==> config.mk <==
export PLATFORM = sky130hd
export DESIGN_NAME = tgt_ram
export DESIGN_NICKNAME = d
export VERILOG_FILES = /design/src/rtl/touch_gesture_tracker_top_defines.svh /design/src/rtl/tgt_ram.sv
export SDC_FILE = /design/constraint.sdc
export NUM_CORES = 1
export LEC_CHECK = 0
export ABC_AREA = 1
export BUFFER_PORTS_ARGS = -buffer_cell sky130_fd_sc_hd__buf_4
export CAP_MARGIN = 10
export CORE_ASPECT_RATIO = 1.2
export CORE_MARGIN = 5
export CORE_UTILIZATION = 25
export CTS_CLUSTER_DIAMETER = 120
export DETAILED_ROUTE_END_ITERATION = 16
export HOLD_SLACK_MARGIN = 0.12
export PLACE_DENSITY_LB_ADDON = 0.25
export SLEW_MARGIN = 20
export SYNTH_ARGS = -nofsm -noshare
export SYNTH_HDL_FRONTEND = slang
export SYNTH_SLANG_ARGS = --single-unit
export TNS_END_PERCENT = 10
==> constraint.sdc <==
create_clock -name clk -period 2.6 [get_ports clk]
set_input_delay 0.65 -clock clk [delete_from_list [all_inputs] [get_ports clk]]
set_output_delay 0.65 -clock clk [all_outputs]
set_load 0.01 [all_outputs]
==> src/rtl/touch_gesture_tracker_top_defines.svh <==
// Assertion macros for the touch gesture tracker.
// Used by the top level; no other dependencies.
`ifndef TOUCH_GESTURE_TRACKER_TOP_DEFINES_SVH
`define TOUCH_GESTURE_TRACKER_TOP_DEFINES_SVH
`ifndef SYNTHESIS
`define TGT_ASSERT(label, clk_s, rst_s, prop) \
	label: assert property (@(posedge clk_s) disable iff (!rst_s) prop) \
		else $error("assertion failed");
`define TGT_ASSERT_NEVER(label, clk_s, rst_s, cond) \
	label: assert property (@(posedge clk_s) disable iff (!rst_s) !(cond)) \
		else $error("forbidden condition");
`else
`define TGT_ASSERT(label, clk_s, rst_s, prop)
`define TGT_ASSERT_NEVER(label, clk_s, rst_s, cond)
`endif
`endif

==> src/rtl/tgt_ram.sv <==
// Generic simple dual-port synchronous RAM (separate write and read addresses) with registered read.
// No dependencies.
module tgt_ram #(
	parameter int unsigned Width = 8,
	parameter int unsigned Depth = 8
) (
	input logic clk,
	input logic we,
	input logic [$clog2(Depth)-1:0] waddr,
	input logic [Width-1:0] wdata,
	input logic [$clog2(Depth)-1:0] raddr,
	output logic [Width-1:0] rdata
);
	logic [Width-1:0] mem_q [Depth];

	always_ff @(posedge clk) begin
		if (we) begin
			mem_q[waddr] <= wdata;
		end
		rdata <= mem_q[raddr];
	end
endmodule

## Word-level counts from Yosys, hierarchy flattened

Memory sizes are Yosys's and may differ from the RTL's. A register that Yosys moved wholly into a read port is not among the register bits.
Index checks and enable logic that the tools add are counted.

- Mux-type cells: 2

Operator list:

| kind | number |
|---|---|
| 2-to-1 mux 1 bit | 2 |

- Register bits after elaboration: 0
- RAM bits: 64
- Input port bits: 16
- Memories: 1

Memories:

| memory | depth | width | rd ports | clocked after memory_dff | write ports | RTL line | text |
|---|---|---|---|---|---|---|---|
| mem_q | 8 | 8 | 1 | 1 | 1 | tgt_ram.sv:14 | `logic [Width-1:0] mem_q [Depth];` |

## Logic depth before layout (Yosys ltp)

Gate-level depths: netlist of the first run.

- Word-level depth: 2
- Mapped depth: 8
- Gate-level depth less buffers: 6

## Least setup slack after synthesis of the first run

OpenSTA, ideal clock, no wires.

- Kind: input -> register
- Start: input waddr[0]
- End: memory mem_q[0][0] (enable)
- Arrival: 1155 ps
- Data required time: 2230 ps
- Path slack: 1075 ps
- Stages: 3
- Buffers on the path: 0
- Path through: inv_1 nand2_1 nor2_1

RTL lines:

| item | RTL line | text |
|---|---|---|
| start, declared | tgt_ram.sv:9 | `input logic [$clog2(Depth)-1:0] waddr,` |
| end, declared | tgt_ram.sv:14 |  |

Straight into the memory's write port.

## Worst setup path in the final report of the first run

- Start: register rdata[0] (read register of mem_q)
- End: output rdata[0]

RTL lines:

| item | RTL line | text |
|---|---|---|
| start, declared | tgt_ram.sv:12 | `output logic [Width-1:0] rdata` |

No word-level cell between the ends.

==> impl_metrics.toml, run 1 <==
[critical_path]
critical_path.top_delay_family = "flip-flops"
r2r_cells = 6
end_kind = "output port"
worstPathArrival_ps = 790
critPathMaxStageDelay_ps = 340
slowest_stage = "dfxtp_1"
crit_path_max_fanout = 1
r2r_end = "rdata[5]"
worstSetupStartpointType = "register"
path_buf_inv = 1
r2r_slack_ps = 1760
crit_path_start = "rdata[0]"
r2r-start = "mem_q[1][5]"
required_ps = 1950
worstSetupPathType = "reg2out"
crit_chain = "buf_4"

[sta]
final-setup-viol-count = 0
hold_viol = 0
drv_slew = 0
tightest_slew_ps = 353.1
rsz0062_at_grt = "no"
post-route-period-util = 0.5526
fin_skew_ps = 3.995
finalCriticalPeriod_ps = 1437
slew_headroom = 0.7643
fin_tns_setup_ps = 0
fmax_mhz = 696.0

[power_and_ir_drop]
clock_power_share = 0.441
sequentialPowerShare = 0.492
ir_drop_mv = 0.2236
leakagePower_nw = 1.683
p_per_area_nw_per_um2 = 729.2
internal_power_mw = 2.130
comb_power_share = 0.066
p_sw_frac = 0.2047
power_switching_uw = 548.5

[grt]
grt_max_degree = 34
track_usage = 0.09626
antenna_found_initial = 0
grt_pass1_wl_um = 10340
first_global_vias = 1974
gr-total-overflow = 0

[clock_network]
clkLatencyLatePin_ps = 330
cts-hold-fix-buffers = 0
numClockSinks = 72
h-tree-depth = 3
clk_path_buf_depth = 2
cts-root-buf = "clkbuf_16"
clk_pin_slew_worst_paths_ps = 50
cts_setup_buffers = 0
cts.repair.resized = 0
cts_tree = "built"
cts_inserted_buffers = 9

[worst_hold_path]
hold_depth = 1
hold_path_end = "mem_q[7][1]"
hp-class = "in2reg"
worstHoldStart = "wdata[1]"

[floorplanning]
die_w_um = 110.8
die_h_um = 131.0
design.core.area_um2 = 12060
start_util = 0.2530
ioPinCount = 24
dieArea_um2 = 14520
row_count = 44

[drt]
drc = 0
firstDrtPassIters = 4
ant_nets = 0
drt_iter0_markers = 83
drt_wl_total_um = 6341
viasPerCell = 3.858
vias = 1929
wire_per_inst_um = 12.68

[yosys]
syn-num-nets = 319
synth_top_area_cell = "edfxtp_1"
avgSynthCellArea_um2 = 10.07
synth_flop_cell = "edfxtp_1"
synthTopCellsByArea = "edfxtp_1 63%, nand2_1 14%, inv_1 8.4%"
yosys_warnings = 0
yosysSeqAreaShare = 0.6825
synth.most_common_cell = "nand2_1"
synth_top_area_frac = 0.6300
yosys_register_bits = 72
netlist_area_um2 = 3050
synth_edf_count = 64
synth.distinct_cells = 11
ys_top_cells_by_count = "110 x nand2_1, 68 x inv_1, 64 x edfxtp_1, 32 x nand3_1"
synthArstFlopShare = 0
synthCells = 303

[layout]
regArea_um2 = 2082
num_antenna_cells = 0
fin_util = 0.3047
area_delta_synth_final_pct = 20.43
fillers = 1239
multi_input_area_um2 = 603.1
drive_above_1_share = 0.1327
nets = 350

[flow_run]
maxCapViolations = 0

[placed_design]
gp_congestion = 0.7152
io_buffers = 23
hpwl_um = 3904

[status]
status = "completed"
## power groups by stage
stage                     logic (mW)  clock network, mW  registers (mW)
final                          0.178               1.18            1.32
after global routing           0.204               1.28            1.32
after CTS                      0.182               1.22            1.32
after detailed placement       0.182                  0            1.34
after global placement         0.180                  0            1.34
after floorplan                0.103                  0            1.35
## per-stage QoR
stage          cells  power (mW)  hold slack (ps)  setup WS (ps)  area, µm²
2_1_floorplan    303       1.450            587.0           1075       3050
3_3_place_gp     484       1.522            608.9          970.2       3385
3_5_place_dp     484       1.525            610.0          940.5       3385
4_1_cts          500       2.720            539.1           1133       3674
5_1_grt          500       2.810            547.5           1118       3674
6_report         500       2.679            554.3           1163       3674
## cells in the final DEF (no fill, tap or decap)
cell type  synthesis  layout
buf_4              3      31
inv_4              1       1
inv_2              1       1
clkinv_2           0       1
nand2_1          110     110
clkbuf_1           0       1
edfxtp_1          64      64
inv_1             68      68
clkbuf_8           0       1
nor2_1             8       8
clkinv_1           0       3
nand3_1           32      32
dfxtp_1            8       8
clkbuf_16          0       9
bufinv_16          0       1
## kinds of logic after synthesis
family	after synthesis	share of synthesized area
flip-flops	72	0.6825
buffers and inverters	81	0.1198
AND/OR/NAND/NOR	150	0.1977
## registers in the layout, summed over array words and instances (netlist names)
register	count
mem_q	64
rdata	8
## cell type report
type / count / share of cell area
timing repair buffer: 31 / 0.06335
clock inverter: 5 / 0.01260
sequential: 72 / 0.5668
multi-input combinational: 150 / 0.1642
tap: 161 / 0.05484
inverter: 70 / 0.07221
clock buffer: 11 / 0.06608
## worst max-delay path by stage
| stage | depth (start not counted) | to | slack, ps |
|---|---|---|---|
| 2_1_floorplan | 3 | mem_q[0][0] | 1080 |
| 5_1_grt | 1 | rdata[6] | 1120 |
| 4_1_cts | 1 | rdata[6] | 1130 |
| 3_5_place_dp | 7 | rdata[5] | 940 |
| 6_report | 1 | rdata[0] | 1160 |
| 3_3_place_gp | 7 | rdata[5] | 970 |
## routing by layer
layer | part of all wire | GRT usage | up-vias
li1 | - | - | 995
met1 | 0.48 | 0.1224 | 894
met2 | 0.47 | 0.1554 | 31
met3 | 0.028 | 0.02257 | 9
met4 | 0.021 | 0.04783 | 0
met5 | 0 | 0 | -
Note: power is estimated with default switching activity, not from simulation.
==> inputs of run 2 (changes only) <==
--- a/config.mk
+++ b/config.mk
@@ -5,7 +5,7 @@
 export SDC_FILE = /design/constraint.sdc
 export NUM_CORES = 1
 export LEC_CHECK = 0
-export ABC_AREA = 1
+export ABC_AREA = 0
 export BUFFER_PORTS_ARGS = -buffer_cell sky130_fd_sc_hd__buf_4
 export CAP_MARGIN = 10
 export CORE_ASPECT_RATIO = 1.2
==> constraint.sdc (replaced) <==
create_clock -name clk -period 1.18 [get_ports clk]
set_input_delay 0.295 -clock clk [delete_from_list [all_inputs] [get_ports clk]]
set_output_delay 0.295 -clock clk [all_outputs]
set_load 0.01 [all_outputs]
==> run 2 against run 1 <==
The flow now finishes with violations (negative setup slack); sequential share of layout area is 5.7 points higher; cell area is 9.1% lower; synthesized cell count is 62% lower; die area fell by 11%; wire length fell by 21%; total power grew 110%; area after synthesis fell by 12%; setup slack worse by 1200 ps; count of clock-buffer cells in the layout unchanged; hold slack worse by 360 ps; via count decreased by 38%; highest routed layer unchanged.
==> impl_metrics.toml, run 2 <==
[power_and_ir_drop]
power_mw = 5.587
leakagePower_nw = 1.137
p_per_area_nw_per_um2 = 1673
ir_drop_mv = 0.6590

[drt]
viasPerCell = 4.160
drt_iter0_markers = 81
firstDrtPassIters = 4
vias = 1194
ant_nets = 0
drt_wl_total_um = 5014
drc = 0
wire_per_inst_um = 17.47

[floorplanning]
start_util = 0.2559
die_h_um = 123.7
die_w_um = 104.7
row_count = 41
ioPinCount = 24
design.core.area_um2 = 10520
dieArea_um2 = 12950

[worst_hold_path]
hp-class = "in2reg"

[yosys]
yosysSeqAreaShare = 0.7736
synthArstFlopShare = 0
yosys_warnings = 0
synth_edf_count = 64
ys_top_cells_by_count = "64 x edfxtp_1, 15 x mux4_1, 8 x dfxtp_1, 8 x mux2_2, 6 x nor2_1"
synth_top_area_cell = "edfxtp_1"
netlist_area_um2 = 2691
synth.distinct_cells = 14
syn-num-nets = 130
avgSynthCellArea_um2 = 23.61
synthCells = 114
synth_top_area_frac = 0.7141
synth.most_common_cell = "edfxtp_1"
yosys_register_bits = 72
synth_flop_cell = "edfxtp_1"
synthTopCellsByArea = "edfxtp_1 71%, mux4_1 15%, dfxtp_1 6.0%"

[layout]
fin_cells = 287
layout_commonest_cell = "edfxtp_1"
num_antenna_cells = 0
area_delta_synth_final_pct = 24.08
top_register = "mem_q"
final_cell_mix = "64 x edfxtp_1, 31 x buf_4, 16 x mux4_2"
fin_area_um2 = 3339
top_regs = "mem_q: 64 flops, rdata: 8 flops"
drive_above_1_share = 0.4494
nets = 170
fin_util = 0.3175
largest_reg_flops = 64

[critical_path]
crit_path_start = "mem_q[5][1]"
crit_path_max_fanout = 1
r2r_slack_ps = -50
endpoint = "rdata[1]"
required_ps = 1390
r2r_end = "rdata[1]"
r2r-start = "mem_q[5][1]"
worstPathArrival_ps = 1450
worstSetupPathType = "reg2reg"
end_kind = "register"
r2r_cells = 2
worstSetupStartpointType = "register"

[placed_design]
place_area_um2 = 3079
io_buffers = 23
dp_slack_ps = -341.0
hpwl_um = 3191
gp_congestion = 0.6366
dp.cells = 272

[grt]
gr-total-overflow = 0
first_global_vias = 1364
grt_pass1_wl_um = 7872
track_usage = 0.08476
antenna_found_initial = 0
grt_max_degree = 17

[status]
status = "finished, violations left"
violations = "negative setup slack"

[sta]
slew_headroom = 0.8251
hold_slack_ps = 197.8
post-route-period-util = 1.044
fin_skew_ps = 6.410
finalCriticalPeriod_ps = 1232
fmax_mhz = 811.6
rsz0062_at_grt = "yes"
fin_tns_setup_ps = -330.4
drv_slew = 0
tightest_slew_ps = 262.3
hold_viol = 0
final-setup-viol-count = 8
setup_ws_ps = -52.10

[clock_network]
clk_path_buf_depth = 2
numClockSinks = 72
h-tree-depth = 3
cts-root-buf = "clkbuf_16"
clk_pin_slew_worst_paths_ps = 60
cts_tree = "built"
clkLatencyLatePin_ps = 320
cts_inserted_buffers = 9

[flow_run]
maxCapViolations = 0
run 2: report_power, final:
group / switching (mW) / internal [mW] / leakage, nW
logic: 0.161 / 0.206 / 0.370
clock network: 0.916 / 1.40 / 0.119
registers: 0.0251 / 2.88 / 0.649
run 2: area by class of cell:
class	count	area, µm²
fill	987	7177
sequential	72	2082
multi-input combinational	37	546.8
timing repair buffer	34	292.8
clock buffer	11	232.7
tap	129	161.4
clock inverter	4	23.77
run 2: timing repair:
item	in CTS	in global routing
gates cloned	0	0
gates resized for setup	7	6
hold buffers	0	0
endpoints found under the setup margin	8	8
buffers inserted	0	0
run 2: how the worst min path moves through the flow:
stage                        start     endpoint  slack, ps  depth (start not counted)
after global placement    wdata[0]  mem_q[4][0]        520                          1
after detailed placement  wdata[0]  mem_q[1][0]        530                          1
after floorplan           wdata[0]  mem_q[0][0]        390                          0
after CTS                 wdata[0]  mem_q[4][0]        190                          1
final                     wdata[0]  mem_q[1][0]        200                          1
after global routing      wdata[2]  mem_q[5][2]        200                          1
run 2: cell families after synthesis:
logic type	Yosys count	synth area share
DFF	72	0.7736
muxes	24	0.1883
and+or+nand+nor	13	0.02185
buffers and inverters	5	0.01627
run 2: critical path, cell delays in order (launching register included):
cell and delay, ps:
edfxtp_1 370, mux4_2 480, mux2_4 270
run 2: per-layer routing:
metal	track usage	wire (µm)	vias to the layer above
met2	0.1371	2568	27
met5	0	0	-
met4	0.04556	111	0
met3	0.02488	199	9
met1	0.1028	2135	609
li1	-	-	549
==> inputs of run 3 (changes only) <==
--- a/config.mk
+++ b/config.mk
@@ -10,7 +10,7 @@
 export CAP_MARGIN = 10
 export CORE_ASPECT_RATIO = 1.2
 export CORE_MARGIN = 5
-export CORE_UTILIZATION = 25
+export CORE_UTILIZATION = 40
 export CTS_CLUSTER_DIAMETER = 120
 export DETAILED_ROUTE_END_ITERATION = 16
 export HOLD_SLACK_MARGIN = 0.12
==> run 3 against run 2 <==
The flow still finishes with violations (negative setup slack); final cell count down 15%; critical endpoint is now rdata[7]; non-clock buffer count fell by 1; maximum frequency barely moved; wire length shrank 12%; global-route usage is 3.4 points higher; first-iteration DRC count is 16% lower.
==> impl_metrics.toml, run 3 (synthesized netlist as in run 2, its figures left out) <==
[status]
status = "finished, violations left"
violations = "negative setup slack"

[critical_path]
crit_path_max_fanout = 1
r2r-start = "mem_q[0][7]"
crit_path_start = "mem_q[0][7]"
end_kind = "register"
worstSetupStartpointType = "register"
worstSetupPathType = "reg2reg"
r2r_cells = 2
r2r_end = "rdata[7]"
r2r_slack_ps = -50
worstPathArrival_ps = 1460
endpoint = "rdata[7]"
required_ps = 1410

[grt]
first_global_vias = 1311
antenna_found_initial = 0
grt_max_degree = 17
grt_pass1_wl_um = 6989
gr-total-overflow = 0
track_usage = 0.1188

[layout]
top_regs = "mem_q: 64 flops, rdata: 8 flops"
drive_above_1_share = 0.4304
final_cell_mix = "64 x edfxtp_1, 30 x buf_4, 16 x mux4_2"
layout_commonest_cell = "edfxtp_1"
num_antenna_cells = 0
area_delta_synth_final_pct = 17.90
fillers = 553
largest_reg_flops = 64
top_register = "mem_q"
nets = 169

[drt]
vias = 1166
viasPerCell = 4.798
ant_nets = 0
firstDrtPassIters = 4
drc = 0
drt_iter0_markers = 68
wire_per_inst_um = 18.07
drt_wl_total_um = 4391

[flow_run]
maxCapViolations = 0

[clock_network]
clk_path_buf_depth = 2
cts_tree = "built"
cts.repair.resized = 7
h-tree-depth = 3
cts_setup_buffers = 0
cts-hold-fix-buffers = 0
cts_inserted_buffers = 9
cts-root-buf = "clkbuf_8"
numClockSinks = 72
clkLatencyLatePin_ps = 340
clk_pin_slew_worst_paths_ps = 70

[floorplanning]
ioPinCount = 24
design.core.area_um2 = 6486
row_count = 32
start_util = 0.4149
die_h_um = 99.86
die_w_um = 84.88
dieArea_um2 = 8476

[placed_design]
dp_slack_ps = -358.4
gp_congestion = 0.6411
hpwl_um = 2792
io_buffers = 23

[sta]
tightest_slew_ps = 252.0
setup_ws_ps = -51.83
hold_slack_ps = 180.9
hold_viol = 0
fmax_mhz = 811.8
drv_slew = 0
post-route-period-util = 1.044
slew_headroom = 0.8320
finalCriticalPeriod_ps = 1232
fin_skew_ps = 4.058
rsz0062_at_grt = "yes"
final-setup-viol-count = 8

[power_and_ir_drop]
p_per_area_nw_per_um2 = 1530
leakagePower_nw = 1.084
ir_drop_mv = 0.5542
power_switching_uw = 958.3
p_sw_frac = 0.1974
sequentialPowerShare = 0.598
clock_power_share = 0.329
internal_power_mw = 3.898
power_mw = 4.856
comb_power_share = 0.073

[worst_hold_path]
hp-class = "in2reg"
hold_depth = 1
run 3: critical path, cell delays in order, from the launching register on:
cell and delay, ps:
edfxtp_1 380, mux4_2 470, mux2_2 280
run 3: through the flow:
step                      std cells  TNS, ps    util  cell area (µm²)
after global placement          227    -4102  0.4651             3017
after CTS                       243   -322.1  0.4869             3158
after floorplan                 114    -5168       -             2680
final                           243   -252.5  0.4892             3173
after global routing            243   -543.0  0.4892             3173
after detailed placement        227    -5455  0.4651             3017
run 3: layer usage:
layer  vias to the layer above  track usage  share of wire
met2                        24       0.1887           0.51
met3                        11      0.04598          0.042
li1                        543            -              -
met4                         0      0.06943          0.030
met1                       588       0.1370           0.42
met5                         -            0              0
run 3: worst min path at each step:
stage / start / end / slack [ps]
floorplan: wdata[0] / mem_q[0][0] / 390
global placement: wdata[6] / mem_q[4][6] / 520
detailed placement: wdata[5] / mem_q[0][5] / 530
CTS: wdata[5] / mem_q[0][5] / 160
global route: wdata[5] / mem_q[7][5] / 160
finish: wdata[5] / mem_q[5][5] / 180
run 3: final cells by class:
class                   count  area [µm²]  share of cell area
clock buffers              15       156.4             0.04929
well taps                  85       106.4             0.03352
multi-input cells          37       539.3              0.1700
clock inverters             1       3.754            0.001183
flip-flops and latches     72        2082              0.6562
repair buffers             33       285.3             0.08991
run 3: power groups by stage:
stage,Sequential (mW),Clock (mW),Combinational [mW]
CTS,2.90,1.65,0.352
detailed placement,2.96,0,0.344
finish,2.90,1.60,0.354
global route,2.91,1.77,0.383
floorplan,2.97,0,0.167
global placement,2.95,0,0.335
