## src/rtl/touch_gesture_tracker_top_defines.svh

```systemverilog
// Assertion macros for the touch gesture tracker.
// Used by the top level; no other dependencies.
`ifndef TOUCH_GESTURE_TRACKER_TOP_DEFINES_SVH
`define TOUCH_GESTURE_TRACKER_TOP_DEFINES_SVH
`ifndef SYNTHESIS
`define TGT_ASSERT(label, clk_s, rst_s, prop) \
	label: assert property (@(posedge clk_s) disable iff (!rst_s) prop) \
		else $error("assertion failed");
`define TGT_ASSERT_NEVER(label, clk_s, rst_s, cond) \
	label: assert property (@(posedge clk_s) disable iff (!rst_s) !(cond)) \
		else $error("forbidden condition");
`else
`define TGT_ASSERT(label, clk_s, rst_s, prop)
`define TGT_ASSERT_NEVER(label, clk_s, rst_s, cond)
`endif
`endif

```

## src/rtl/tgt_pkg.sv

```systemverilog
// Types and constants shared by the touch gesture tracker modules.
// No dependencies.
package tgt_pkg;
	localparam int unsigned TimeW = 63;
	localparam int unsigned PosW = 16;
	localparam int unsigned PresW = 10;
	localparam int unsigned SizeW = 17;
	localparam int unsigned RadW = 33;
	localparam logic [19:0] NsPerMs = 20'd1000000;

	localparam logic [2:0] TAP_NONE = 3'd0;
	localparam logic [2:0] TAP_PEND = 3'd1;
	localparam logic [2:0] TAP_TAP = 3'd2;
	localparam logic [2:0] TAP_LONG = 3'd3;
	localparam logic [2:0] TAP_DBL = 3'd4;

	localparam logic [1:0] PH_FIRST = 2'd0;
	localparam logic [1:0] PH_SECOND = 2'd1;
	localparam logic [1:0] PH_TRACK = 2'd2;

	localparam logic CFG_DBL = 1'b0;
	localparam logic CFG_LONG = 1'b1;

	typedef struct packed {
		logic signed [PosW-1:0] x;
		logic signed [PosW-1:0] y;
		logic [1:0] phase;
		logic down;
		logic [2:0] tap;
		logic [PresW-1:0] pres;
		logic [TimeW-1:0] t_press;
		logic [TimeW-1:0] t_rel;
	} entry_t;

	localparam int unsigned EntryW = $bits(entry_t);

	// Value of a never-written entry.
	function automatic entry_t entry_reset();
		entry_t e;
		e = '0;
		e.phase = PH_TRACK;
		return e;
	endfunction
endpackage

```

## src/rtl/tgt_sqrt.sv

```systemverilog
// Bit-serial floor square root, one result bit per cycle.
// Depends on tgt_pkg.
module tgt_sqrt import tgt_pkg::*; (
	input logic clk,
	input logic arst_n,
	input logic start,
	input logic [RadW-1:0] radicand,
	output logic busy,
	output logic [SizeW-1:0] root
);
	localparam int unsigned BitW = $clog2(SizeW);

	logic [RadW-1:0] rad_q;
	logic [SizeW-1:0] root_q;
	logic [BitW-1:0] bit_q;
	logic [SizeW-1:0] trial;
	logic [2*SizeW-1:0] sq;

	assign trial = root_q | (SizeW'(1) << bit_q);
	assign sq = trial * trial;
	assign root = root_q;

	always_ff @(posedge clk or negedge arst_n) begin
		if (!arst_n) begin
			busy <= 1'b0;
			bit_q <= '0;
		end else if (start) begin
			busy <= 1'b1;
			bit_q <= BitW'(SizeW - 1);
		end else if (busy) begin
			if (bit_q == '0) begin
				busy <= 1'b0;
			end else begin
				bit_q <= bit_q - 1'b1;
			end
		end
	end

	always_ff @(posedge clk) begin
		if (start) begin
			rad_q <= radicand;
			root_q <= '0;
		end else if (busy && sq <= {1'b0, rad_q}) begin
			root_q <= trial;
		end
	end
endmodule

```

## config.mk

```make
export PLATFORM = sky130hd
export DESIGN_NAME = tgt_sqrt
export DESIGN_NICKNAME = d
export VERILOG_FILES = /design/src/rtl/touch_gesture_tracker_top_defines.svh /design/src/rtl/tgt_pkg.sv /design/src/rtl/tgt_sqrt.sv
export SDC_FILE = /design/constraint.sdc
export NUM_CORES = 1
export LEC_CHECK = 0
export BUFFER_PORTS_ARGS = -buffer_cell sky130_fd_sc_hd__buf_2
export CORE_MARGIN = 4
export CORE_UTILIZATION = 45
export DETAILED_ROUTE_END_ITERATION = 8
export SETUP_SLACK_MARGIN = 0.4
export SLEW_MARGIN = 20
export SYNTH_ARGS = -nofsm -noshare
export SYNTH_HDL_FRONTEND = slang
export SYNTH_SLANG_ARGS = --single-unit
```

## constraint.sdc

```tcl
create_clock -name clk -period 8.3 [get_ports clk]
set_clock_uncertainty 0.15 [all_clocks]
set_input_delay 1.66 -clock clk [delete_from_list [all_inputs] [get_ports clk]]
set_output_delay 1.66 -clock clk [all_outputs]
set_load 0.03 [all_outputs]
```

# --- After elaboration in Yosys (flattened, before gate mapping) ---
# Cells that the tools add are included.
word_totals:
  ff_bits: 56
  inputBits: 36
classes:
  addsub: 1
  n_mul: 1
  magnitude_cmp: 1
  n_eq_ne: 1
  shift: 1
  mux: 6
  bitwise_logic: 1
  reduce_logical: 4
ops:
  columns: ["op", "n"]
  rows:
  - ["$le 34x33->1", 1]
  - ["$mul 17x17->34", 1]
  - ["$or 17x17->17", 1]
  - ["$shl 1x5->17 const A", 1]
  - ["$mux 5", 3]
  - ["$logic_not 5->1", 1]
  - ["$sub 5x1->5 const B", 1]
  - ["$mux 1", 3]
  - ["$ne 2x2->1 const B", 1]
  - ["$reduce_and 2->1", 1]
  - ["$reduce_bool 2->1", 1]
  - ["$logic_and 1x1->1", 1]

# --- Logic depth before layout (Yosys ltp) ---
# Gate-level depths: netlist of run 1.
depth:
  depth_word: 5
  ltp_mapped: 39
  ltp_nobuf: 37

# --- Worst setup path before layout of run 1 ---
# OpenSTA, ideal clock, no wires.
synth_path:
  path_kind: "reg2reg"
  from: "reg bit_q[0]"
  to: "reg root_q[12] (netlist: root[12])"
  setup_ns: 0.149
  arrival_ns: 8.676
  required_ns: 8.002
  path_slack_ns: -0.674
  stages_incl_launch_ff: 35
  path_buffers: 1
  path_cell_list: "dfrtp_1 > inv_1 > ha_1 > nor2b_1 > a31oi_1 > clkinv_1 > nand2_1 > fa_1 > fa_1 > fa_1 > inv_1 > fa_1 > fa_1 > inv_1 > fa_1 > inv_1 > ha_1 > a21oi_2 > a21oi_1 > a211oi_2 > a21boi_1 > o21ai_0 > a21boi_0 > or4b_1 > o2111ai_1 > ha_1 > nand4_1 > nor2_1 > nand3_1 > o311ai_0 > a21oi_1 > a2bb2oi_1 > a21oi_2 > buf_2 > o32ai_2"
synth_between:
  elab_chain_len: 5
synth_lines:
  columns: ["item", "line", "rtl"]
  rows:
  - ["from (decl)", "tgt_sqrt.sv:15", "logic [BitW-1:0] bit_q;"]
  - ["from (signal assigned)", "tgt_sqrt.sv:29", "bit_q <= BitW'(SizeW - 1);"]
  - ["from (signal assigned)", "tgt_sqrt.sv:34", "bit_q <= bit_q - 1'b1;"]
  - ["$shl 1x5->17 *", "tgt_sqrt.sv:19", "assign trial = root_q | (SizeW'(1) << bit_q);"]
  - ["$or 17x17->17 *", "tgt_sqrt.sv:19", null]
  - ["$mul 17x17->34", "tgt_sqrt.sv:20", "assign sq = trial * trial;"]
  - ["$le 34x33->1", "tgt_sqrt.sv:43", "end else if (busy && sq <= {1'b0, rad_q}) begin"]
  - ["$logic_and 1x1->1", "tgt_sqrt.sv:43", null]
  - ["to (signal assigned)", "tgt_sqrt.sv:44", "root_q <= trial;"]
  - ["to (decl)", "tgt_sqrt.sv:14", "logic [SizeW-1:0] root_q;"]
# Mark *: on every way between the ends. The rest lies on a longest branch, timed or not.
# A chain may end at the register's enable or synchronous reset.

# --- Worst setup path after layout of run 1 ---
layout_path:
  from: "reg bit_q[0]"
  to: "reg root_q[10] (netlist: root[10])"
layout_between:
  elab_chain_len: 5
layout_lines:
  columns: ["item", "line", "rtl"]
  rows:
  - ["$shl 1x5->17", "tgt_sqrt.sv:19", null]
  - ["$or 17x17->17", "tgt_sqrt.sv:19", null]
  - ["net trial[11]", "tgt_sqrt.sv:16", "logic [SizeW-1:0] trial;"]
  - ["$mul 17x17->34", "tgt_sqrt.sv:20", null]
  - ["$le 34x33->1", "tgt_sqrt.sv:43", null]
  - ["$logic_and 1x1->1", "tgt_sqrt.sv:43", null]
# The timed path passes the listed nets, and every way through them passes these cells.

==> run summary, run 1 <==
Number of diodes - 0
Synth Register Bits - 56
Worst Path Required - 8.36 ns
Fraction of layout cells with a size suffix above 1 - 24.60%
Switch share - 52.63%
Worst slew pin tran - 0.8223 ns
Min Clock Period, post-route - 8.244 ns
Clock power share - 5.2%
Initial core utilization - 46.24%
Worst setup path class - flop to flop
RR Startpoint - bit_q[0]$_DFFE_PN0P_
Hold crit path type - flop to flop
Reg-to-reg slack, setup - 0.06 ns
Core area - 23750 µm²
Max-cap violation count - 0
Final antenna-violating net count - 0
Post-Layout Cell Count - 1693
Adder-cell share of the synthesized area - 50.87%
P per Cell Area - 321.7 nW/µm²
Maximum clock rate - 0.1213 GHz
Simple-gate share of the synthesized area - 10.38%
Most used cell, CP - fa_1
Avg WL per Cell - 16.37 µm
Mux cell area share after synthesis - 0%
DP Cell Count - 1655
Worst Hold Launch - root[1]$_SDFFE_PP0P_
CTS root buf - clkbuf_16
I/O Buffers - 53
Post-synth EDFFs - 33
Wirelength, routed - 27720 µm
Worst r2r dst - root[10]$_SDFFE_PP0P_
Dpl ws - -0.2593 ns
I/O pin cnt - 54
Internal - 2.048 mW
Std-Cell Rows - 56
Area share of the largest cell type after synthesis - 34.81%
Synthesized Nets - 1553
Drt drc - 0
Avg Inst Size Synth - 9.269 µm²
CTS tree - done
Post-synthesis compound-gate area fraction - 9.534%
Synth area leader - fa_1
Register area - 1484 µm²
Worst setup SP type - flop
Initial antenna violation count - 0
Sequential fraction of the synthesis area - 13.49%
Drt pass-1 iters - 5
GPL Wtd Cong - 0.8619
Vias - 8457
First-pass GRT wire length - 45480 µm
Overall Global Routing Usage - 21.54%
Post-Syn Instances - 1185
Slowest cell delay on critical path - 0.55 ns
Clock Tree Buf Depth - 2
Setup TNS - 0 ns
Status - completed
Via/cell ratio - 4.995
CP arrival - 8.31 ns
Detailed Route Iter0 Violations - 392
P&R area growth vs syn - 22.35%
CTS Buf Count - 5
Critical path endpoint category - flop
Worst-skew pair later-pin latency - 0.31 ns
Die Y - 164.2 µm
Worst rel slew slack - 45.18%
Xor and xnor area share after synthesis - 3.258%
Largest net degree at the start of global routing - 59
Sequential share of power - 9.7%
Fillers - 2157
WHS - 0.3683 ns
PnR worst setup slack - 0.05619 ns
Nets@finish - 1741
CTS H-tree depth - 2
Reg2Reg Depth - 36
GR Overflow Total - 0
Synth warnings - 0
Final setup violation count - 0
CP max stage cell - fa_1
CP max FO - 17
Largest family of logic cells by synthesized area - adder cells
Comb power frac - 85.2%
# hold bufs at CTS - 0
Synth cell count leaders - inv_1 (332), fa_1 (191), ha_1 (141)
Net switching power - 2.275 mW
Mapped cell area - 10980 µm²
Worst Hold Path Cells - 2
Pleak - 7.331 nW
# clock sinks - 56
DP HPWL - 23950 µm
Fin. Hold Viols - 0
Synth top area cells - fa_1 (35%), ha_1 (16%), inv_1 (11%), edfxtp_1 (9.0%), nor2_1 (3.5%)
Count leader, synth - inv_1
Async set or reset register ratio after synthesis - 10.71%
Die area - 26970 µm²
Max Slew Vio Count - 0
Top_reg_cell synth - edfxtp_1
Die X - 164.2 µm
Worst-path clk slew - 0.08 ns
Total power - 4.323 mW
Vias in the first global route - 9212
Multi-input logic area - 8646 µm²
Hold Path End - root[1]$_SDFFE_PP0P_
RSZ-0062 raised after global routing - true
Fin crit share - 99.32%
Peak VDD IR - 0.0001769 V
Number of distinct library cells after synthesis - 66
## placed cells by master (no fill, tap or decap), types with 5 or more instances in the layout
cell type,Yosys,final
o32ai_2,10,14
ha_1,141,132
xor2_1,11,11
a21oi_2,5,10
nor2b_4,0,6
a31oi_1,9,6
fa_1,191,182
inv_1,332,321
dfxtp_1,17,17
inv_2,1,9
nand2_4,0,6
ha_4,0,8
edfxtp_1,33,33
nand4_1,5,5
nand2_1,98,80
o21ai_0,9,5
a21oi_1,39,28
a21o_1,15,15
buf_4,0,141
nand3_1,16,16
buf_12,0,5
nor2_1,103,97
buf_2,3,53
nor2_4,0,5
a21oi_4,0,6
fa_2,0,9
xnor2_1,28,28
clkbuf_16,0,5
nand2_2,0,12
## how the worst max path moves through the flow
stage                         start                     to  slack, ns
2_1_floorplan  bit_q[0]$_DFFE_PN0P_  root[12]$_SDFFE_PP0P_       0.37
3_3_place_gp   bit_q[1]$_DFFE_PN0P_   root[7]$_SDFFE_PP0P_      -0.09
3_5_place_dp   bit_q[1]$_DFFE_PN0P_   root[7]$_SDFFE_PP0P_      -0.26
4_1_cts        bit_q[1]$_DFFE_PN0P_  root[10]$_SDFFE_PP0P_       0.06
5_1_grt        bit_q[1]$_DFFE_PN0P_   root[6]$_SDFFE_PP0P_      -0.35
6_report       bit_q[0]$_DFFE_PN0P_  root[10]$_SDFFE_PP0P_       0.06
## layer usage
layer | track usage (%) | share of wire (%) | up-vias
met5 | 0 | 0 | -
met4 | 6.024 | 2.9 | 0
met3 | 2.334 | 4.3 | 47
met2 | 38.01 | 51 | 184
met1 | 28.10 | 42 | 4198
li1 | - | - | 4028
## state kept, by name, indices dropped and copies added, names as in the netlist
register,cells
root,17
bit_q,5
rad_q,33
busy,1
## stage by stage
step / util [%] / cell area [µm²]
5_1_grt: 56.58 / 13440
4_1_cts: 56.24 / 13360
6_report: 56.58 / 13440
3_3_place_gp: 53.98 / 12820
3_5_place_dp: 53.98 / 12820
2_1_floorplan: - / 11370
## final cells by class
| type | instances | share of cell area [%] |
|---|---|---|
| well taps | 319 | 2.970 |
| inverters | 339 | 9.692 |
| multi-input cells | 769 | 64.33 |
| repair buffers | 202 | 10.85 |
| flip-flops and latches | 56 | 11.04 |
| clock buffers | 5 | 0.9310 |
| clock inverters | 3 | 0.1862 |
## logic make-up after synthesis
logic type	after synthesis
buffers and inverters	360
adder cells (fa/ha/maj)	332
AND/OR/NAND/NOR	262
AO/OA/AOI/OAI	135
flip-flops	56
XOR/XNOR	40
## worst max-delay path: cells and delay by family (launching register included)
| kind | cells | cell delay [ns] |
|---|---|---|
| adders and majority gates | 9 | 3.94 |
| AOI/OAI and AO/OA | 12 | 1.85 |
| and+or+nand+nor | 6 | 0.91 |
| buffers and inverters | 8 | 0.72 |
| DFF | 1 | 0.43 |
| xor gates and xnor gates | 1 | 0.14 |
## power by group through the flow
stage	Combinational, mW	Sequential, mW	Clock (mW)
floorplan	2.26	0.465	0
global placement	3.45	0.419	0
detailed placement	3.50	0.419	0
CTS	3.69	0.418	0.228
global route	4.13	0.426	0.237
finish	3.68	0.418	0.223
## what timing repair did
action / in CTS / in global routing
resized for setup: 46 / 15
pin swaps: 22 / 10
setup endpoints to repair: 17 / 17
buffers inserted: 28 / 2
Power figures use the tool's default switching activity.
==> run 2: changes to the inputs <==
==> constraint.sdc (replaced) <==
create_clock -name clk -period 8.3 [get_ports clk]
set_clock_uncertainty 0.15 [all_clocks]
set_input_delay 0.415 -clock clk [delete_from_list [all_inputs] [get_ports clk]]
set_output_delay 0.415 -clock clk [all_outputs]
set_load 0.03 [all_outputs]
==> run summary, run 2 (synthesis results as in run 1) <==
RR Startpoint - bit_q[0]$_DFFE_PN0P_
Most frequent cells in the layout - inv_1 (321), fa_1 (182), buf_4 (141)
CTS root buf - clkbuf_16
PnR worst setup slack - 0.01172 ns (-0.04447 ns)
Worst-path clk slew - 0.08 ns (about the same)
Pleak - 7.335 nW (about the same)
WHS - 0.1271 ns (-0.2412 ns)
Via/cell ratio - 4.979 (-0.32%)
Min Clock Period, post-route - 8.288 ns (+0.04447 ns)
Avg WL per Cell - 16.40 µm (+0.18%)
Core area - 23750 µm² (unchanged)
Drt drc - 0 (unchanged)
GR Overflow Total - 0 (unchanged)
Worst-skew pair later-pin latency - 0.31 ns (about the same)
Max-cap violation count - 0 (unchanged)
DP Cell Count - 1655 (unchanged)
Clock power share - 5.1% (about the same)
Worst Path Required - 8.36 ns (about the same)
Wirelength, routed - 27790 µm (+0.24%)
Comb power frac - 85.2% (about the same)
GPL Wtd Cong - 0.8619 (unchanged)
Clock Tree Buf Depth - 2 (unchanged)
Largest net degree at the start of global routing - 59 (unchanged)
Maximum clock rate - 0.1207 GHz (-0.54%)
CP max FO - 17 (unchanged)
Post-Layout Cell Count - 1694 (+0.059%)
Slowest cell delay on critical path - 0.59 ns (+0.04 ns)
Worst r2r dst - root[9]$_SDFFE_PP0P_
Worst rel slew slack - 44.97% (-0.21 points)
Hold crit path type - input port to flop
Std-Cell Rows - 56 (unchanged)
Setup TNS - 0 ns (unchanged)
Status - completed
Worst setup SP type - flop
Detailed Route Iter0 Violations - 393 (+0.26%)
Number of diodes - 0 (unchanged)
Vias - 8435 (-0.26%)
Fraction of layout cells with a size suffix above 1 - 24.58% (about the same)
Total power - 4.327 mW (about the same)
Critical path endpoint category - flop
Initial core utilization - 46.24% (unchanged)
Internal - 2.048 mW (about the same)
I/O pin cnt - 54 (unchanged)
Vias in the first global route - 9217 (+0.054%)
Overall Global Routing Usage - 21.55% (about the same)
Largest reg by FF count - rad_q
DP HPWL - 23950 µm (unchanged)
Switch share - 52.67% (about the same)
I/O Buffers - 53 (unchanged)
CTS Buf Count - 5 (unchanged)
Worst slew pin tran - 0.8255 ns (+0.003127 ns)
Reg-to-reg slack, setup - 0.01 ns (-0.04 ns)
CP arrival - 8.35 ns (+0.04 ns)
RSZ-0062 raised after global routing - true
# clock sinks - 56 (unchanged)
P&R area growth vs syn - 22.44% (about the same)
Reg2Reg Depth - 35 (-2.8%)
Die Y - 164.2 µm (unchanged)
Fin crit share - 99.86% (+0.54 points)
Hold Path End - rad_q[26]$_DFFE_PP_
Final setup violation count - 0 (unchanged)
CP max stage cell - fa_1
Number of flip-flops in the largest register - 33 (unchanged)
Sequential share of power - 9.7% (about the same)
Die area - 26970 µm² (unchanged)
Nets@finish - 1742 (+0.057%)
P per Cell Area - 321.7 nW/µm² (about the same)
CTS tree - done
Worst Hold Launch - radicand[26]
Worst Hold Path Cells - 1 (-1)
Commonest non-fill, non-tap cell in the layout - inv_1
Max Slew Vio Count - 0 (unchanged)
CTS H-tree depth - 2 (unchanged)
Peak VDD IR - 0.0001777 V (+0.44%)
Most used cell, CP - fa_1
First-pass GRT wire length - 45520 µm (about the same)
Worst setup path class - flop to flop
Fin. Hold Viols - 0 (unchanged)
Net switching power - 2.279 mW (+0.16%)
Final antenna-violating net count - 0 (unchanged)
Die X - 164.2 µm (unchanged)
Dpl ws - -0.2593 ns (unchanged)
Drt pass-1 iters - 5 (unchanged)
Initial antenna violation count - 0 (unchanged)
-- run 2: cell count changes in the layout (fill, tap and decap cells not counted) --
cell           change
dlygate4sd3_1      +1
-- run 2: power groups by stage --
stage | combinational [mW] | sequential (mW) | clock (mW)
4_1_cts | 3.69 | 0.418 | 0.228
6_report | 3.69 | 0.418 | 0.222
3_5_place_dp | 3.50 | 0.419 | 0
3_3_place_gp | 3.45 | 0.419 | 0
2_1_floorplan | 2.26 | 0.465 | 0
5_1_grt | 4.13 | 0.426 | 0.237
-- run 2: repair_timing --
action | CTS | global route
endpoints found under the hold margin | 6 | 0
cloned | 0 | 0
setup buffers | 28 | 2
gates resized for setup | 46 | 15
pin swaps | 22 | 10
endpoints found under the setup margin | 17 | 17
hold buffers | 1 | 0
-- run 2: per-stage QoR --
step	area (µm²)	utilization, %
global route	13450	56.62
CTS	13370	56.28
finish	13450	56.62
floorplan	11370	-
detailed placement	12820	53.98
global placement	12820	53.98
-- run 2: worst max-delay path by stage --
stage / endpoint / slack [ns] / depth (start not counted) / from
3_5_place_dp: root[7]$_SDFFE_PP0P_ / -0.26 / 37 / bit_q[1]$_DFFE_PN0P_
3_3_place_gp: root[7]$_SDFFE_PP0P_ / -0.09 / 37 / bit_q[1]$_DFFE_PN0P_
5_1_grt: root[6]$_SDFFE_PP0P_ / -0.35 / 37 / bit_q[1]$_DFFE_PN0P_
6_report: root[9]$_SDFFE_PP0P_ / 0.01 / 35 / bit_q[0]$_DFFE_PN0P_
4_1_cts: root[10]$_SDFFE_PP0P_ / 0.06 / 33 / bit_q[1]$_DFFE_PN0P_
2_1_floorplan: root[12]$_SDFFE_PP0P_ / 0.37 / 36 / bit_q[0]$_DFFE_PN0P_
-- run 2: worst max-delay path, delay by kind of cell (launching register included) --
kind	cells	cell delay [ns]
flops	1	0.43
compound gates	11	1.67
buf+inv	6	0.60
simple gates	8	1.29
xor+xnor	1	0.14
fa+ha+maj	9	3.89
-- run 2: final cells by class --
cell class | count | area, µm²
Fill cell | 2156 | 10300
Timing Repair Buffer | 203 | 1468
Multi-Input combinational cell | 769 | 8646
Inverter | 339 | 1303
Sequential cell | 56 | 1484
Tap cell | 319 | 399.1
Clock inverter | 3 | 25.02
Clock buffer | 5 | 125.1
-- run 2: routing by layer --
layer,track usage [%],wire [µm]
met1,28.12,11650
met5,0,0
met4,6.024,831
met2,38.02,14090
met3,2.334,1208
